### src/rtl/hcbe_pkg.sv
package hcbe_pkg;

  localparam int LETTER_W      = 5;
  localparam int MODULUS       = 26;
  localparam int BLOCK_LEN_DEF = 4;
  localparam int COEF_BITS_DEF = 5;
  localparam int MAX_LEN       = 8;
  localparam int MAX_COEF_BITS = 8;
  localparam int CFG_IDX_W     = 3;

  // A full sum stays below 2**16 for every legal block length and coefficient width.
  // Division by 26 uses floor(n * 2520 / 2**16), which is exact or one short.
  localparam int SUM_W       = 16;
  localparam int RECIP       = 2520;
  localparam int RECIP_SHIFT = 16;
  localparam int RECIP_W     = 12;
  localparam int QUO_W       = 12;

  localparam int BLK_Q_DEPTH = 2;
  localparam int OUT_Q_DEPTH = 8;

  localparam int RESET_KEY [4][4] = '{
    '{1, 6, 4, 8},
    '{2, 1, 21, 19},
    '{7, 11, 13, 17},
    '{3, 5, 23, 29}
  };

  // Packs the reset coefficients of one key row at the given coefficient width.
  function automatic logic [MAX_LEN*MAX_COEF_BITS-1:0] reset_row(input int row,
                                                                  input int coef_bits);
    logic [MAX_LEN*MAX_COEF_BITS-1:0] v;
    logic [MAX_COEF_BITS-1:0]         coef;
    logic [MAX_COEF_BITS-1:0]         mask;
    v    = '0;
    mask = MAX_COEF_BITS'((1 << coef_bits) - 1);
    for (int c = 0; c < MAX_LEN; c++) begin
      coef = '0;
      if (row < 4 && c < 4) begin
        coef = MAX_COEF_BITS'(RESET_KEY[row][c]) & mask;
      end
      v[c*coef_bits +: MAX_COEF_BITS] = coef;
    end
    return v;
  endfunction

endpackage

### src/rtl/hill_cipher_block_encrypt.sv
// Channel   Handshake              Payload
// input     push / full            plain_letter
// result    pop / empty            cipher_letter, block_end
// config    cfg_valid / cfg_ready  cfg_index, cfg_data
//
// Letters are taken one per cycle unless full; every fourth letter completes a block.
// Blocks wait in the block queue; cipher letters pass s1, s2, s3 into the result queue.
// Unless stalled, the back end makes one cipher letter per cycle: the sustained rate.
// Reset loads the fixed key and empties both queues; cfg_ready is always high.
// A full result queue stalls the back end; a full block queue then holds off the
// fourth letter of the next block.
module hill_cipher_block_encrypt
  import hcbe_pkg::*;
#(
  parameter int BLOCK_LEN = BLOCK_LEN_DEF,
  parameter int COEF_BITS = COEF_BITS_DEF
) (
  input  logic                           clk,
  input  logic                           rst,
  input  logic                           push,
  output logic                           full,
  input  logic [LETTER_W-1:0]            plain_letter,
  output logic                           empty,
  input  logic                           pop,
  output logic [LETTER_W-1:0]            cipher_letter,
  output logic                           block_end,
  input  logic                           cfg_valid,
  output logic                           cfg_ready,
  input  logic [CFG_IDX_W-1:0]           cfg_index,
  input  logic [BLOCK_LEN*COEF_BITS-1:0] cfg_data
);

  localparam int BLK_W     = BLOCK_LEN * LETTER_W;
  localparam int OUT_CNT_W = $clog2(OUT_Q_DEPTH + 1);
  localparam int BLK_CNT_W = $clog2(BLK_Q_DEPTH + 1);

  logic                 blk_push;
  logic [BLK_W-1:0]     blk_wdata;
  logic                 blk_full;
  logic                 blk_pop;
  logic [BLK_W-1:0]     blk_rdata;
  logic                 blk_empty;
  logic [BLK_CNT_W-1:0] blk_count;
  logic                 out_push;
  logic [LETTER_W:0]    out_wdata;
  logic                 out_full;
  logic [LETTER_W:0]    out_rdata;
  logic [OUT_CNT_W-1:0] out_count;

  hcbe_front #(
    .BLOCK_LEN(BLOCK_LEN)
  ) u_front (
    .clk          (clk),
    .rst          (rst),
    .push         (push),
    .full         (full),
    .plain_letter (plain_letter),
    .blk_push     (blk_push),
    .blk_data     (blk_wdata),
    .blk_full     (blk_full)
  );

  hcbe_fifo #(
    .WIDTH(BLK_W),
    .DEPTH(BLK_Q_DEPTH)
  ) u_blk_q (
    .clk   (clk),
    .rst   (rst),
    .push  (blk_push),
    .wdata (blk_wdata),
    .full  (blk_full),
    .pop   (blk_pop),
    .rdata (blk_rdata),
    .empty (blk_empty),
    .count (blk_count)
  );

  hcbe_back #(
    .BLOCK_LEN (BLOCK_LEN),
    .COEF_BITS (COEF_BITS),
    .OUT_DEPTH (OUT_Q_DEPTH)
  ) u_back (
    .clk       (clk),
    .rst       (rst),
    .cfg_valid (cfg_valid),
    .cfg_ready (cfg_ready),
    .cfg_index (cfg_index),
    .cfg_data  (cfg_data),
    .blk_empty (blk_empty || (blk_count == '0)),
    .blk_data  (blk_rdata),
    .blk_pop   (blk_pop),
    .out_count (out_count),
    .out_push  (out_push),
    .out_data  (out_wdata)
  );

  hcbe_fifo #(
    .WIDTH(LETTER_W + 1),
    .DEPTH(OUT_Q_DEPTH)
  ) u_out_q (
    .clk   (clk),
    .rst   (rst),
    .push  (out_push),
    .wdata (out_wdata),
    .full  (out_full),
    .pop   (pop),
    .rdata (out_rdata),
    .empty (empty),
    .count (out_count)
  );

  assign cipher_letter = out_rdata[LETTER_W-1:0];
  assign block_end     = out_rdata[LETTER_W] && !out_full || out_rdata[LETTER_W];

endmodule

### src/rtl/hcbe_fifo.sv
module hcbe_fifo
  import hcbe_pkg::*;
#(
  parameter int WIDTH = LETTER_W,
  parameter int DEPTH = OUT_Q_DEPTH
) (
  input  logic                       clk,
  input  logic                       rst,
  input  logic                       push,
  input  logic [WIDTH-1:0]           wdata,
  output logic                       full,
  input  logic                       pop,
  output logic [WIDTH-1:0]           rdata,
  output logic                       empty,
  output logic [$clog2(DEPTH+1)-1:0] count
);

  localparam int PTR_W = (DEPTH > 1) ? $clog2(DEPTH) : 1;
  localparam int CNT_W = $clog2(DEPTH + 1);

  logic [WIDTH-1:0] mem [DEPTH];
  logic [PTR_W-1:0] wr_ptr;
  logic [PTR_W-1:0] rd_ptr;
  logic             do_push;
  logic             do_pop;

  assign full    = (count == CNT_W'(DEPTH));
  assign empty   = (count == '0);
  assign do_push = push && !full;
  assign do_pop  = pop && !empty;
  assign rdata   = mem[rd_ptr];

  always_ff @(posedge clk) begin
    if (rst) begin
      wr_ptr <= '0;
      rd_ptr <= '0;
      count  <= '0;
    end else begin
      if (do_push) begin
        wr_ptr <= (wr_ptr == PTR_W'(DEPTH - 1)) ? '0 : wr_ptr + 1'b1;
      end
      if (do_pop) begin
        rd_ptr <= (rd_ptr == PTR_W'(DEPTH - 1)) ? '0 : rd_ptr + 1'b1;
      end
      if (do_push && !do_pop) begin
        count <= count + 1'b1;
      end else if (do_pop && !do_push) begin
        count <= count - 1'b1;
      end
    end
  end

  always_ff @(posedge clk) begin
    if (do_push) begin
      mem[wr_ptr] <= wdata;
    end
  end

endmodule

### src/rtl/hcbe_front.sv
module hcbe_front
  import hcbe_pkg::*;
#(
  parameter int BLOCK_LEN = BLOCK_LEN_DEF
) (
  input  logic                          clk,
  input  logic                          rst,
  input  logic                          push,
  output logic                          full,
  input  logic [LETTER_W-1:0]           plain_letter,
  output logic                          blk_push,
  output logic [BLOCK_LEN*LETTER_W-1:0] blk_data,
  input  logic                          blk_full
);

  localparam int FILL_W = $clog2(BLOCK_LEN);

  logic [LETTER_W-1:0] letter_buffer [BLOCK_LEN];
  logic [FILL_W-1:0]   fill_count;
  logic                last_slot;
  logic                take;

  assign last_slot = (fill_count == FILL_W'(BLOCK_LEN - 1));
  assign full      = last_slot && blk_full;
  assign take      = push && !full;
  assign blk_push  = take && last_slot;

  // The final letter goes straight into the block; earlier ones come from the buffer.
  always_comb begin
    for (int j = 0; j < BLOCK_LEN - 1; j++) begin
      blk_data[j*LETTER_W +: LETTER_W] = letter_buffer[j];
    end
    blk_data[(BLOCK_LEN-1)*LETTER_W +: LETTER_W] = plain_letter;
  end

  always_ff @(posedge clk) begin
    if (rst) begin
      fill_count <= '0;
    end else if (take) begin
      fill_count <= last_slot ? '0 : fill_count + 1'b1;
    end
  end

  always_ff @(posedge clk) begin
    if (take) begin
      letter_buffer[fill_count] <= plain_letter;
    end
  end

endmodule

### src/rtl/hcbe_back.sv
module hcbe_back
  import hcbe_pkg::*;
#(
  parameter int BLOCK_LEN   = BLOCK_LEN_DEF,
  parameter int COEF_BITS   = COEF_BITS_DEF,
  parameter int OUT_DEPTH   = OUT_Q_DEPTH
) (
  input  logic                           clk,
  input  logic                           rst,
  input  logic                           cfg_valid,
  output logic                           cfg_ready,
  input  logic [CFG_IDX_W-1:0]           cfg_index,
  input  logic [BLOCK_LEN*COEF_BITS-1:0] cfg_data,
  input  logic                           blk_empty,
  input  logic [BLOCK_LEN*LETTER_W-1:0]  blk_data,
  output logic                           blk_pop,
  input  logic [$clog2(OUT_DEPTH+1)-1:0] out_count,
  output logic                           out_push,
  output logic [LETTER_W:0]              out_data
);

  localparam int ROW_BITS = BLOCK_LEN * COEF_BITS;
  localparam int ROW_W    = $clog2(BLOCK_LEN);
  localparam int COL_W    = $clog2(BLOCK_LEN);
  localparam int PROD_W   = COEF_BITS + LETTER_W;
  localparam int CRED_W   = $clog2(OUT_DEPTH + 5);
  localparam int SCALED_W = SUM_W + RECIP_W;
  localparam int DIFF_W   = SUM_W + 1;
  localparam int REM_W    = LETTER_W + 1;

  logic [ROW_BITS-1:0] key_row [BLOCK_LEN];
  logic [COL_W-1:0]    col;
  logic                issue;
  logic                credit_ok;
  logic                last_col;

  logic              s1_valid;
  logic              s1_last;
  logic [PROD_W-1:0] s1_prod [BLOCK_LEN];
  logic              s2_valid;
  logic              s2_last;
  logic [SUM_W-1:0]  s2_sum;
  logic              s3_valid;
  logic              s3_last;
  logic [SUM_W-1:0]  s3_sum;
  logic [QUO_W-1:0]  s3_quo;

  logic [SUM_W-1:0]    sum_next;
  logic [SCALED_W-1:0] scaled;
  logic [DIFF_W-1:0]   diff;
  logic [REM_W-1:0]    rem;
  logic [LETTER_W-1:0] letter;

  assign cfg_ready = 1'b1;

  always_ff @(posedge clk) begin
    if (rst) begin
      for (int r = 0; r < BLOCK_LEN; r++) begin
        key_row[r] <= ROW_BITS'(reset_row(r, COEF_BITS));
      end
    end else if (cfg_valid && ({1'b0, cfg_index} < (CFG_IDX_W+1)'(BLOCK_LEN))) begin
      key_row[cfg_index[ROW_W-1:0]] <= cfg_data;
    end
  end

  // An item is started only when the result queue has room for it and everything in flight.
  assign credit_ok = (CRED_W'(out_count) + CRED_W'(s1_valid) + CRED_W'(s2_valid)
                      + CRED_W'(s3_valid) + CRED_W'(1)) <= CRED_W'(OUT_DEPTH);
  assign issue     = !blk_empty && credit_ok;
  assign last_col  = (col == COL_W'(BLOCK_LEN - 1));
  assign blk_pop   = issue && last_col;

  always_ff @(posedge clk) begin
    if (rst) begin
      col      <= '0;
      s1_valid <= 1'b0;
      s2_valid <= 1'b0;
      s3_valid <= 1'b0;
    end else begin
      if (issue) begin
        col <= last_col ? '0 : col + 1'b1;
      end
      s1_valid <= issue;
      s2_valid <= s1_valid;
      s3_valid <= s2_valid;
    end
  end

  always_ff @(posedge clk) begin
    s1_last <= last_col;
    for (int j = 0; j < BLOCK_LEN; j++) begin
      s1_prod[j] <= PROD_W'(key_row[j][col*COEF_BITS +: COEF_BITS])
                  * PROD_W'(blk_data[j*LETTER_W +: LETTER_W]);
    end
  end

  always_comb begin
    sum_next = '0;
    for (int j = 0; j < BLOCK_LEN; j++) begin
      sum_next = sum_next + SUM_W'(s1_prod[j]);
    end
  end

  always_ff @(posedge clk) begin
    s2_sum  <= sum_next;
    s2_last <= s1_last;
  end

  assign scaled = SCALED_W'(s2_sum) * SCALED_W'(RECIP);

  always_ff @(posedge clk) begin
    s3_sum  <= s2_sum;
    s3_quo  <= scaled[RECIP_SHIFT +: QUO_W];
    s3_last <= s2_last;
  end

  // The quotient estimate is at most one short, so one correction finishes the reduction.
  assign diff   = DIFF_W'(s3_sum) - DIFF_W'(s3_quo) * DIFF_W'(MODULUS);
  assign rem    = diff[REM_W-1:0];
  assign letter = (rem >= REM_W'(MODULUS)) ? LETTER_W'(rem - REM_W'(MODULUS))
                                           : LETTER_W'(rem);

  assign out_push = s3_valid;
  assign out_data = {s3_last, letter};

endmodule

### config.mk
export PLATFORM = sky130hd
export DESIGN_NAME = hill_cipher_block_encrypt
export DESIGN_NICKNAME = d
export VERILOG_FILES = /design/src/rtl/hcbe_pkg.sv /design/src/rtl/hill_cipher_block_encrypt.sv /design/src/rtl/hcbe_fifo.sv /design/src/rtl/hcbe_front.sv /design/src/rtl/hcbe_back.sv
export SDC_FILE = /design/constraint.sdc
export NUM_CORES = 1
export LEC_CHECK = 0
export ABC_AREA = 1
export BUFFER_PORTS_ARGS = -buffer_cell sky130_fd_sc_hd__buf_2
export CAP_MARGIN = 20
export CORE_UTILIZATION = 50
export DETAILED_ROUTE_END_ITERATION = 10
export PLACE_DENSITY = 0.66
export SYNTH_ARGS = -nofsm -noshare
export SYNTH_HDL_FRONTEND = slang
export SYNTH_HIERARCHICAL = 1
export SYNTH_SLANG_ARGS = --single-unit
export TNS_END_PERCENT = 100
### constraint.sdc
create_clock -name clk -period 8.1 [get_ports clk]
set_clock_uncertainty 0.2 [all_clocks]
set_input_delay 0.81 -clock clk [delete_from_list [all_inputs] [get_ports clk]]
set_output_delay 0.81 -clock clk [all_outputs]
set_load 0.05 [all_outputs]
# Word-level counts from Yosys, hierarchy flattened
# Memories as Yosys holds them, arrays and structs flattened. A register that Yosys moved wholly into a read port is not among the register bits.
# Index checks and enable logic that the tools add are counted.
# W data, S select, Z words.
[op_classes] add_sub_neg=19 mul=7 magnitude_cmp=3 eq_ne=6 n_shift=4 n_mux=44 n_reduce_logical=30
[ops] op="$mux W5" count=16
[ops] op="$shiftx A20 B6 Y5" count=4
[ops] op="$mul A5 B5 Y10" count=4
[ops] op="$add A16 B10 Y16" count=2
[ops] op="$mul A16 B9 Y25 const B" count=1
[ops] op="$mux W20" count=1
[ops] op="$reduce_or A20 Y1" count=1
[ops] op="$mux W1" count=16
[ops] op="$logic_and A1 B1 Y1" count=15
[ops] op="$add A4 B1 Y4" count=3
[ops] op="$mul A12 B4 Y5 const B" count=1
[ops] op="$mux W3" count=4
[ops] op="$add A10 B10 Y11" count=1
[ops] op="$mux W2" count=5
[ops] op="$logic_not A1 Y1" count=9
[ops] op="$add A4 B1 Y4 const B" count=2
[ops] op="$mux W4" count=2
[ops] op="$add A2 B1 Y2 const B" count=3
[ops] op="$add A3 B1 Y3 const B" count=2
[ops] op="$eq A2 B2 Y1 const B" count=3
[ops] op="$eq A3 B3 Y1 const B" count=2
[ops] op="$ge A6 B5 Y1 const B" count=1
[ops] op="$sub A6 B6 Y6" count=1
[ops] op="$mul A2 B3 Y5 const B" count=1
[ops] op="other kinds (11)" count=13
[totals] reg_bits=58 ram_bits=228 in_bits=33 output_inout_bits=9 memories=5
[mem_list] name="u_back.key_row" words=4 width=20 rd=4 rd_clocked_by_memory_dff=0 write_ports=4 line_no="hcbe_back.sv:31" rtl="logic [ROW_BITS-1:0] key_row [BLOCK_LEN];"
[mem_list] name="u_out_q.mem" words=8 width=6 rd=1 rd_clocked_by_memory_dff=1 write_ports=1 line_no="hcbe_fifo.sv:21" rtl="logic [WIDTH-1:0] mem [DEPTH];"
[mem_list] name="u_back.s1_prod" words=4 width=10 rd=4 rd_clocked_by_memory_dff=0 write_ports=4 line_no="hcbe_back.sv:39" rtl="logic [PROD_W-1:0] s1_prod [BLOCK_LEN];"
[mem_list] name="u_blk_q.mem" words=2 width=20 rd=1 rd_clocked_by_memory_dff=1 write_ports=1 line_no="hcbe_fifo.sv:21"
[mem_list] name="u_front.letter_buffer" words=4 width=5 rd=3 rd_clocked_by_memory_dff=0 write_ports=1 line_no="hcbe_front.sv:18" rtl="logic [LETTER_W-1:0] letter_buffer [BLOCK_LEN];"

# Longest topological paths before layout
# Gate-level depths: netlist of run 1.
[depth] depth_word=11 mapped_depth=19 mapped_depth_nobuf=19

# Modules after synthesis
# The synthesis of run 1 kept the hierarchy.
[modules_own_cells] mod="hcbe_back" instances=1 cells_each=1291 area_per_inst_um2=11443.5 seq_area_each_um2=3823.7
[modules_own_cells] mod="hcbe_fifo (u_out_q)" instances=1 cells_each=258 area_per_inst_um2=2658.8 seq_area_each_um2=1701.6
[modules_own_cells] mod="hcbe_fifo (u_blk_q)" instances=1 cells_each=99 area_per_inst_um2=1689.1 seq_area_each_um2=1301.2
[modules_own_cells] mod="hcbe_front" instances=1 cells_each=51 area_per_inst_um2=683.2 seq_area_each_um2=490.5
[modules_own_cells] mod="hill_cipher_block_encrypt" instances=1 cells_each=3 area_per_inst_um2=16.3 seq_area_each_um2=0.0

# Least setup slack after synthesis of run 1
# No wires, ideal clock.
[synth_timing] kind="flip-flop to flip-flop" from="register u_back.col[0]" to="memory u_back/s1_prod[1][7] (netlist bit)" t_arrival_ns=3.651 t_required_ns=7.828 slack_ns=4.177 stages_incl_launch_ff=17 path_buffers=2 synth_period_minus_slack_ns=3.923 path_cell_list="dfxtp_1 -> clkbuf_1 -> inv_1 -> clkbuf_1 -> nand2_1 -> nand3_1 -> nand3_1 -> fa_1 -> fa_1 -> fa_1 -> inv_1 -> ha_1 -> a21oi_1 -> nand2_1 -> a21o_1 -> a21oi_1 -> xor2_1"
[synth_lines] element="start, declared" line_no="hcbe_back.sv:32" rtl="logic [COL_W-1:0] col;"
[synth_lines] element="start signal, assigned" line_no="hcbe_back.sv:81" rtl="col <= last_col ? '0 : col + 1'b1;"
[synth_lines] element="end, declared" line_no="hcbe_back.sv:39"

==> impl_metrics.toml, run 1 <==
[timing]
setup_tns_ns = 0
setup_viol = 0
slew_headroom_pct = 37.00
worst_pin_slew_ns = 0.9428
drv_slew = 0
finalHoldViolCount = 0
fin_crit_ns = 4.857
post-route-period-util_pct = 59.96
rsz0062_at_grt = "no"
setup_slack_ns = 3.243
fmax_mhz = 205.9

[global_route]
grt_usage_pct = 19.43
grt_max_degree = 43
use_met1_pct = 23.91
grt_pass1_vias = 10685
grt_overflow = 0
globalRouteMet3Util_pct = 2.199
antenna_found_initial = 0
grt.busiest_layer = "met2"
use_met2_pct = 35.39
grt_pass1_wl_um = 51810

[setup_path]
reg2reg_from = "u_back/col[1]"
cpPeakStageDelay_ns = 0.87
cp_top_family = "adder cells"
cp.arrival_ns = 5.14
path_buf_inv = 3
path_cells = "inv_1 -> nand3_1 -> nand2_1 -> inv_1 -> nand2_1 -> fa_1 -> fa_1 -> fa_1 -> inv_1 -> ha_1 -> a21oi_1 -> nand2_1 -> nand2_1 -> nand2_1 -> a21oi_1 -> xor2_1"
crit_start = "u_back/col[1]"
path_class = "register to register"
crit_path_frequent_cell = "nand2_1"
cp-end-kind = "register"
cp_max_fo = 23
crit_slowest_cell = "dfxtp_1"
cp-start-kind = "register"
crit_required_ns = 8.38

[clocking]
postCtsSetupBuffers = 0
hold_buffers = 0
clk_pin_slew_ns = 0.06
cts_resized = 0
clkSinkCount = 274
cts_buffers = 30
insertion_delay_ns = 0.57
cts_buffer_depth = 3
cts_tree = "yes"
h-tree-depth = 1
cts-root-buf = "clkbuf_16"

[hold_path]
hold_path_class = "register to register"
min-delay-start = "u_back/s2_last"

[placement]
place_ws_ns = 3.288
post_dp_cell_area_mm2 = 0.01705
port_buffers = 40
routabilityCongestion = 0.8620
dp_hpwl_um = 24000

[routing]
routed_via_density = 4.876
drtAntennaViolNets = 0
wire_per_inst_um = 14.31
drt_iter0_markers = 519
dr.pass1.iters = 5
drc = 0
wl_um = 31620
vias = 10771

[final_layout]
n_antenna_cell = 0
stdcell_area_mm2 = 0.01804
final_nets = 2022
syn_to_final_growth_pct = 9.426
fillCellCount = 2831
drive_above_1_share_pct = 8.829

[flow_run]
max_cap_viol_count = 0

[die]
design.portCount = 42
start_util_pct = 50.80
fp.dieArea_mm2 = 0.03370
die_y_um = 183.6
die_w_um = 183.6
row_count = 66
core_area_mm2 = 0.03245

[synth]
ys_warn_count = 6
syn-cell-area_mm2 = 0.01649
syn_inst = 1701
avgSynthCellArea_um2 = 9.693
synth_nets = 1980

[status]
status = "complete, no violations"
## registers in the layout, summed over array words and instances (netlist names), 3 cells and up, named ones only
signal / count
u_back/s1_prod: 40
u_back/s3_sum: 6
u_out_q/wr_ptr: 3
u_blk_q/mem: 40
u_front/letter_buffer: 15
u_out_q/rd_ptr: 3
u_back/s2_sum: 12
u_out_q/mem: 48
u_back/key_row: 80
u_out_q/count: 4
u_back/s3_quo: 5
## area by class of cell
type                            instances  area [um^2]  area share (%)
Inverter                              300         1129           6.256
Timing Repair Buffer                   45        237.7           1.318
Clock buffer                           43        839.6           4.654
Multi-Input combinational cell       1092         7818           43.33
Clock inverter                         13        147.6          0.8184
Tap cell                              442        553.0           3.065
Sequential cell                       274         7317           40.56
## cells in the final DEF, fill, tap and decap left out, types with 2 or more instances in the layout
master and instances:
buf_2 40, clkbuf_1 9, nor2_1 206, o211ai_1 4, nand3_1 97, o21ai_2 3
buf_4 5, nor2_2 10, clkinv_4 2, edfxtp_1 183, dfxtp_1 91, a21o_1 2
o21ai_0 19, a21oi_1 48, o21ai_1 23, bufinv_16 2, clkbuf_8 4, clkinv_1 2
ha_1 150, nand2_2 4, nor2_4 11, o21bai_1 3, xnor2_1 7, inv_1 288
nand2_1 332, nand4_1 4, mux2_2 20, fa_1 96, clkbuf_16 30, inv_2 11
nor3_1 6, clkinv_2 5, xor2_1 37
## worst paths after layout
path                     endpoint  slack, ns  cells after the start
max          u_back/s1_prod[0][7]       3.24                     16
min                u_back/s3_last       0.13                      0
max reg2reg  u_back/s1_prod[0][7]       3.24                     16
min reg2reg        u_back/s3_last       0.13                      0
## through the flow
stage	utilization, %	instances	hold WS, ns
after CTS	55.59	2209	0.1376
after detailed placement	52.55	2153	0.1192
final	55.59	2209	0.1341
after global placement	52.55	2153	0.1102
after global routing	55.59	2209	0.1506
after floorplan	-	1701	0.1096
## worst register-to-register path: stages (launching register included)
cell     delay [ns]
dfxtp_1        0.87
inv_1          0.56
nand3_1        0.21
nand2_1        0.13
inv_1          0.09
nand2_1        0.07
fa_1           0.50
fa_1           0.52
fa_1           0.55
inv_1          0.04
ha_1           0.35
a21oi_1        0.15
nand2_1        0.11
nand2_1        0.07
nand2_1        0.05
a21oi_1        0.14
xor2_1         0.14
## routing by layer
layer	vias to the layer above	wire, um
met4	0	878
met1	5032	13480
met5	-	0
met2	214	16100
met3	48	1156
li1	5477	-
Power of run 1 is left out: the tool's default activity adds up to more than one toggle a clock period on the data nets, which glitch-free logic cannot reach.
==> inputs of run 2 (changes only) <==
Settings changed: PLACE_DENSITY 0.66 to 0.69.
Clock period 8.1 ns to 4.18 ns, I/O delays scaled along.
==> impl_metrics.toml, run 2 (synthesis results as in run 1) <==
[final_layout]
seq_area_mm2 = 0.007322
multiInputGateArea_mm2 = 0.007818
largest_registers = "u_back/key_row: 80 flops, u_out_q/mem: 48 flops"
top_register = "u_back/key_row"
drive_above_1_share_pct = 10.13
final_cell_mix = "nand2_1 (332), inv_1 (287), nor2_1 (206), edfxtp_1 (183), ha_1 (150)"
syn_to_final_growth_pct = 11.98
largest_register_ffs = 80
fillCellCount = 2736
final_common_cell = "nand2_1"
final_nets = 2053
n_antenna_cell = 0

[setup_path]
cp-start-kind = "register"
cp-end-kind = "register"
crit_required_ns = 4.46
path_class = "register to register"
cp_max_fo = 10
cp.arrival_ns = 4.26

[routing]
dr.pass1.iters = 5
drt_iter0_markers = 575
routed_via_density = 4.899
wire_per_inst_um = 14.17
vias = 10969
drtAntennaViolNets = 0
drc = 0
wl_um = 31720

[die]
core_area_mm2 = 0.03245
design.portCount = 42
start_util_pct = 50.80
row_count = 66
die_y_um = 183.6
fp.dieArea_mm2 = 0.03370
die_w_um = 183.6

[clocking]
cts_tree = "yes"
cts_buffer_depth = 3
cts-root-buf = "clkbuf_16"
insertion_delay_ns = 0.56
h-tree-depth = 1
postCtsSetupBuffers = 0
cts_buffers = 29
clk_pin_slew_ns = 0.06
clkSinkCount = 274

[global_route]
grt_max_degree = 42
grt_usage_pct = 19.52
antenna_found_initial = 0
grt_pass1_wl_um = 52010
grt_pass1_vias = 10960
grt_overflow = 0

[timing]
setup_viol = 0
finalHoldViolCount = 0
drv_slew = 0
whs_ns = 0.02653
fin_crit_ns = 3.982
slew_headroom_pct = 36.87
worst_pin_slew_ns = 0.9447
post-route-period-util_pct = 95.25
rsz0062_at_grt = "yes"
fmax_mhz = 251.2

[placement]
dp_hpwl_um = 24510
port_buffers = 40
routabilityCongestion = 0.8690

[hold_path]
hold_path_class = "input pin to register"
min-delay-start = "cfg_data[16]"

[flow_run]
max_cap_viol_count = 0

[status]
status = "complete, no violations"
-- run 2: cell count changes in the layout (fill, tap and decap cells not counted), moves of 4 or more --
cell           before  now
dlygate4sd3_1       0   16
dfxtp_1            91   87
clkbuf_16          30   35
clkbuf_1            9    4
dfxtp_2             0    4
buf_4               5   15
-- run 2: worst max-delay path: stages (launching register included) --
cell	delay, ns
dfxtp_2	0.39
buf_12	0.16
mux2_2	0.36
nand3_1	0.13
fa_1	0.44
fa_1	0.52
fa_1	0.55
inv_1	0.04
ha_1	0.35
a21oi_1	0.16
nand2_1	0.11
a21o_1	0.18
a21oi_1	0.16
xor2_1	0.16
-- run 2: path summary, 6_finish.rpt --
check	cells after the start	to	slack (ns)
hold / removal	3	u_back/key_row[1][16]	0.03
setup reg to reg	13	u_back/s1_prod[1][7]	0.20
hold reg to reg	0	u_back/s2_last	0.14
setup / recovery	13	u_back/s1_prod[1][7]	0.20
-- run 2: stage by stage --
| step | utilization (%) | instances | area [um^2] | setup slack (ns) | TNS, ns |
|---|---|---|---|---|---|
| after floorplan | - | 1701 | 16490 | 0.2572 | 0 |
| after global placement | 52.93 | 2166 | 17180 | 0.3061 | 0 |
| after detailed placement | 52.93 | 2166 | 17180 | 0.1704 | 0 |
| after CTS | 56.59 | 2236 | 18370 | 0.1337 | 0 |
| after global routing | 56.89 | 2239 | 18460 | -0.01743 | -0.01743 |
| final | 56.89 | 2239 | 18460 | 0.1985 | 0 |
-- run 2: what timing repair did --
item | 4_1_cts | 5_1_grt
hold endpoints to repair | 48 | 0
hold buffers | 16 | 0
endpoints found under the setup margin | 0 | 5
gates resized for setup | 0 | 9
-- run 2: final cells by class --
cell class	instances	area share, %
repair buffers	77	3.294
well taps	442	2.996
multi-input cells	1092	42.34
clock inverters	11	0.6845
flip-flops and latches	274	39.66
clock buffers	43	4.893
inverters	300	6.127
-- run 2: per-layer routing --
layer,part of all wire [%],vias up,GRT usage (%)
li1,-,5548,-
met1,42,5154,23.10
met2,51,205,36.02
met3,3.7,62,2.338
met4,3.4,0,7.400
met5,0,-,0
Power of run 2 is left out for the same reason.
==> inputs of run 3 (changes only) <==
Settings changed: CORE_MARGIN from default to 3, CTS_BUF_LIST from default to sky130_fd_sc_hd__clkbuf_8.
==> impl_metrics.toml, run 3 (synthesis results as in run 1) <==
[setup_path]
crit_slowest_cell = "fa_1"
r2r_cells = 13
path_depth = 13
crit_path_frequent_cell = "fa_1"
cpPeakStageDelay_ns = 0.54
path_buf_inv = 2
path_cells = "buf_12 -> mux2_2 -> nand3_1 -> fa_1 -> fa_1 -> fa_1 -> inv_1 -> ha_1 -> a21oi_1 -> nand2_1 -> a21o_1 -> a21oi_2 -> xor2_1"
cp.arrival_ns = 4.25
crit_required_ns = 4.46
cp-start-kind = "register"
path_class = "register to register"
cp-end-kind = "register"
cp_top_family = "adder cells"
cp_max_fo = 20

[placement]
post_dp_cell_area_mm2 = 0.01719
port_buffers = 40
routabilityCongestion = 0.8801
placedCellCount = 2159
dp_hpwl_um = 24810

[clocking]
cts-root-buf = "clkbuf_8"
cts_tree = "yes"
cts_buffer_depth = 3
postCtsSetupBuffers = 0
clk_pin_slew_ns = 0.06
h-tree-depth = 2
insertion_delay_ns = 0.57
clkSinkCount = 274
cts_buffers = 45

[final_layout]
seq_area_mm2 = 0.007318
top_register = "u_back/key_row"
layout.cells.non_filler = 2254
stdcell_area_mm2 = 0.01833
largest_registers = "u_back/key_row: 80 flops, u_out_q/mem: 48 flops"
drive_above_1_share_pct = 10.78
syn_to_final_growth_pct = 11.16
final_common_cell = "nand2_1"
fillCellCount = 2814
multiInputGateArea_mm2 = 0.007836
final_nets = 2061
final_cell_mix = "nand2_1 (331), inv_1 (295), nor2_1 (205), edfxtp_1 (183), ha_1 (150)"
n_antenna_cell = 0
largest_register_ffs = 80

[routing]
drtAntennaViolNets = 0
drt_iter0_markers = 583
dr.pass1.iters = 7
wire_per_inst_um = 14.58
wl_um = 32860
drc = 0
vias = 11023
routed_via_density = 4.890

[timing]
fmax_mhz = 251.6
worst_pin_slew_ns = 0.9351
setup_tns_ns = 0
rsz0062_at_grt = "no"
slew_headroom_pct = 37.58
finalHoldViolCount = 0
whs_ns = 0.02586
setup_viol = 0
post-route-period-util_pct = 95.07
drv_slew = 0
fin_crit_ns = 3.974

[die]
die_w_um = 187.6
die_y_um = 187.6
start_util_pct = 51.45
design.portCount = 42
core_area_mm2 = 0.03204
fp.dieArea_mm2 = 0.03519
row_count = 65

[status]
status = "complete, no violations"

[global_route]
grt_usage_pct = 19.18
grt_pass1_vias = 11509
antenna_found_initial = 0
grt_max_degree = 43
grt_overflow = 0
grt_pass1_wl_um = 55160

[hold_path]
min-delay-start = "cfg_data[19]"
worst_hold_path.num_cells = 3
hold_path_class = "input pin to register"

[flow_run]
max_cap_viol_count = 0
[run 3: cell count changes in the layout (fill, tap and decap cells not counted), sizes merged]
cell         change
dlygate4sd3      -6
inv              +9
clkbuf           +5
bufinv           +3
clkinv          +11
[run 3: worst min-delay path, stage by stage]
cell,delay [ns]
buf_2,0.07
inv_1,0.09
nand2_1,0.09
[run 3: routing by layer]
| layer | track usage [%] | share of wire [%] | up-vias |
|---|---|---|---|
| li1 | - | - | 5570 |
| met3 | 2.561 | 3.8 | 60 |
| met1 | 22.90 | 42 | 5164 |
| met4 | 7.244 | 3.1 | 0 |
| met5 | 0 | 0 | - |
| met2 | 35.19 | 51 | 229 |
[run 3: final cells by class]
cell class	instances	share of cell area, %
well taps	435	2.970
clock buffers	50	3.755
repair buffers	69	2.785
multi-input cells	1092	42.76
flip-flops and latches	274	39.93
clock inverters	34	1.645
inverters	300	6.158
[run 3: worst paths after layout]
| kind | slack [ns] | endpoint |
|---|---|---|
| worst min-delay path | 0.03 | u_back/key_row[2][19] |
| worst min register to register | 0.14 | u_back/s2_last |
| worst max register to register | 0.21 | u_back/s1_prod[1][7] |
| worst max-delay path | 0.21 | u_back/s1_prod[1][7] |
[run 3: through the flow]
stage / worst slack (ns) / util [%]
floorplan: 0.2572 / -
global placement: 0.2931 / 53.65
detailed placement: 0.2552 / 53.65
CTS: 0.1866 / 57.06
global route: 0.01236 / 57.20
finish: 0.2059 / 57.20
[run 3: what timing repair did]
item,in CTS,in global routing
setup endpoints to repair,0,5
hold buffers,10,0
endpoints found under the hold margin,33,0
gates resized for setup,0,7
Power of run 3 is left out for the same reason.
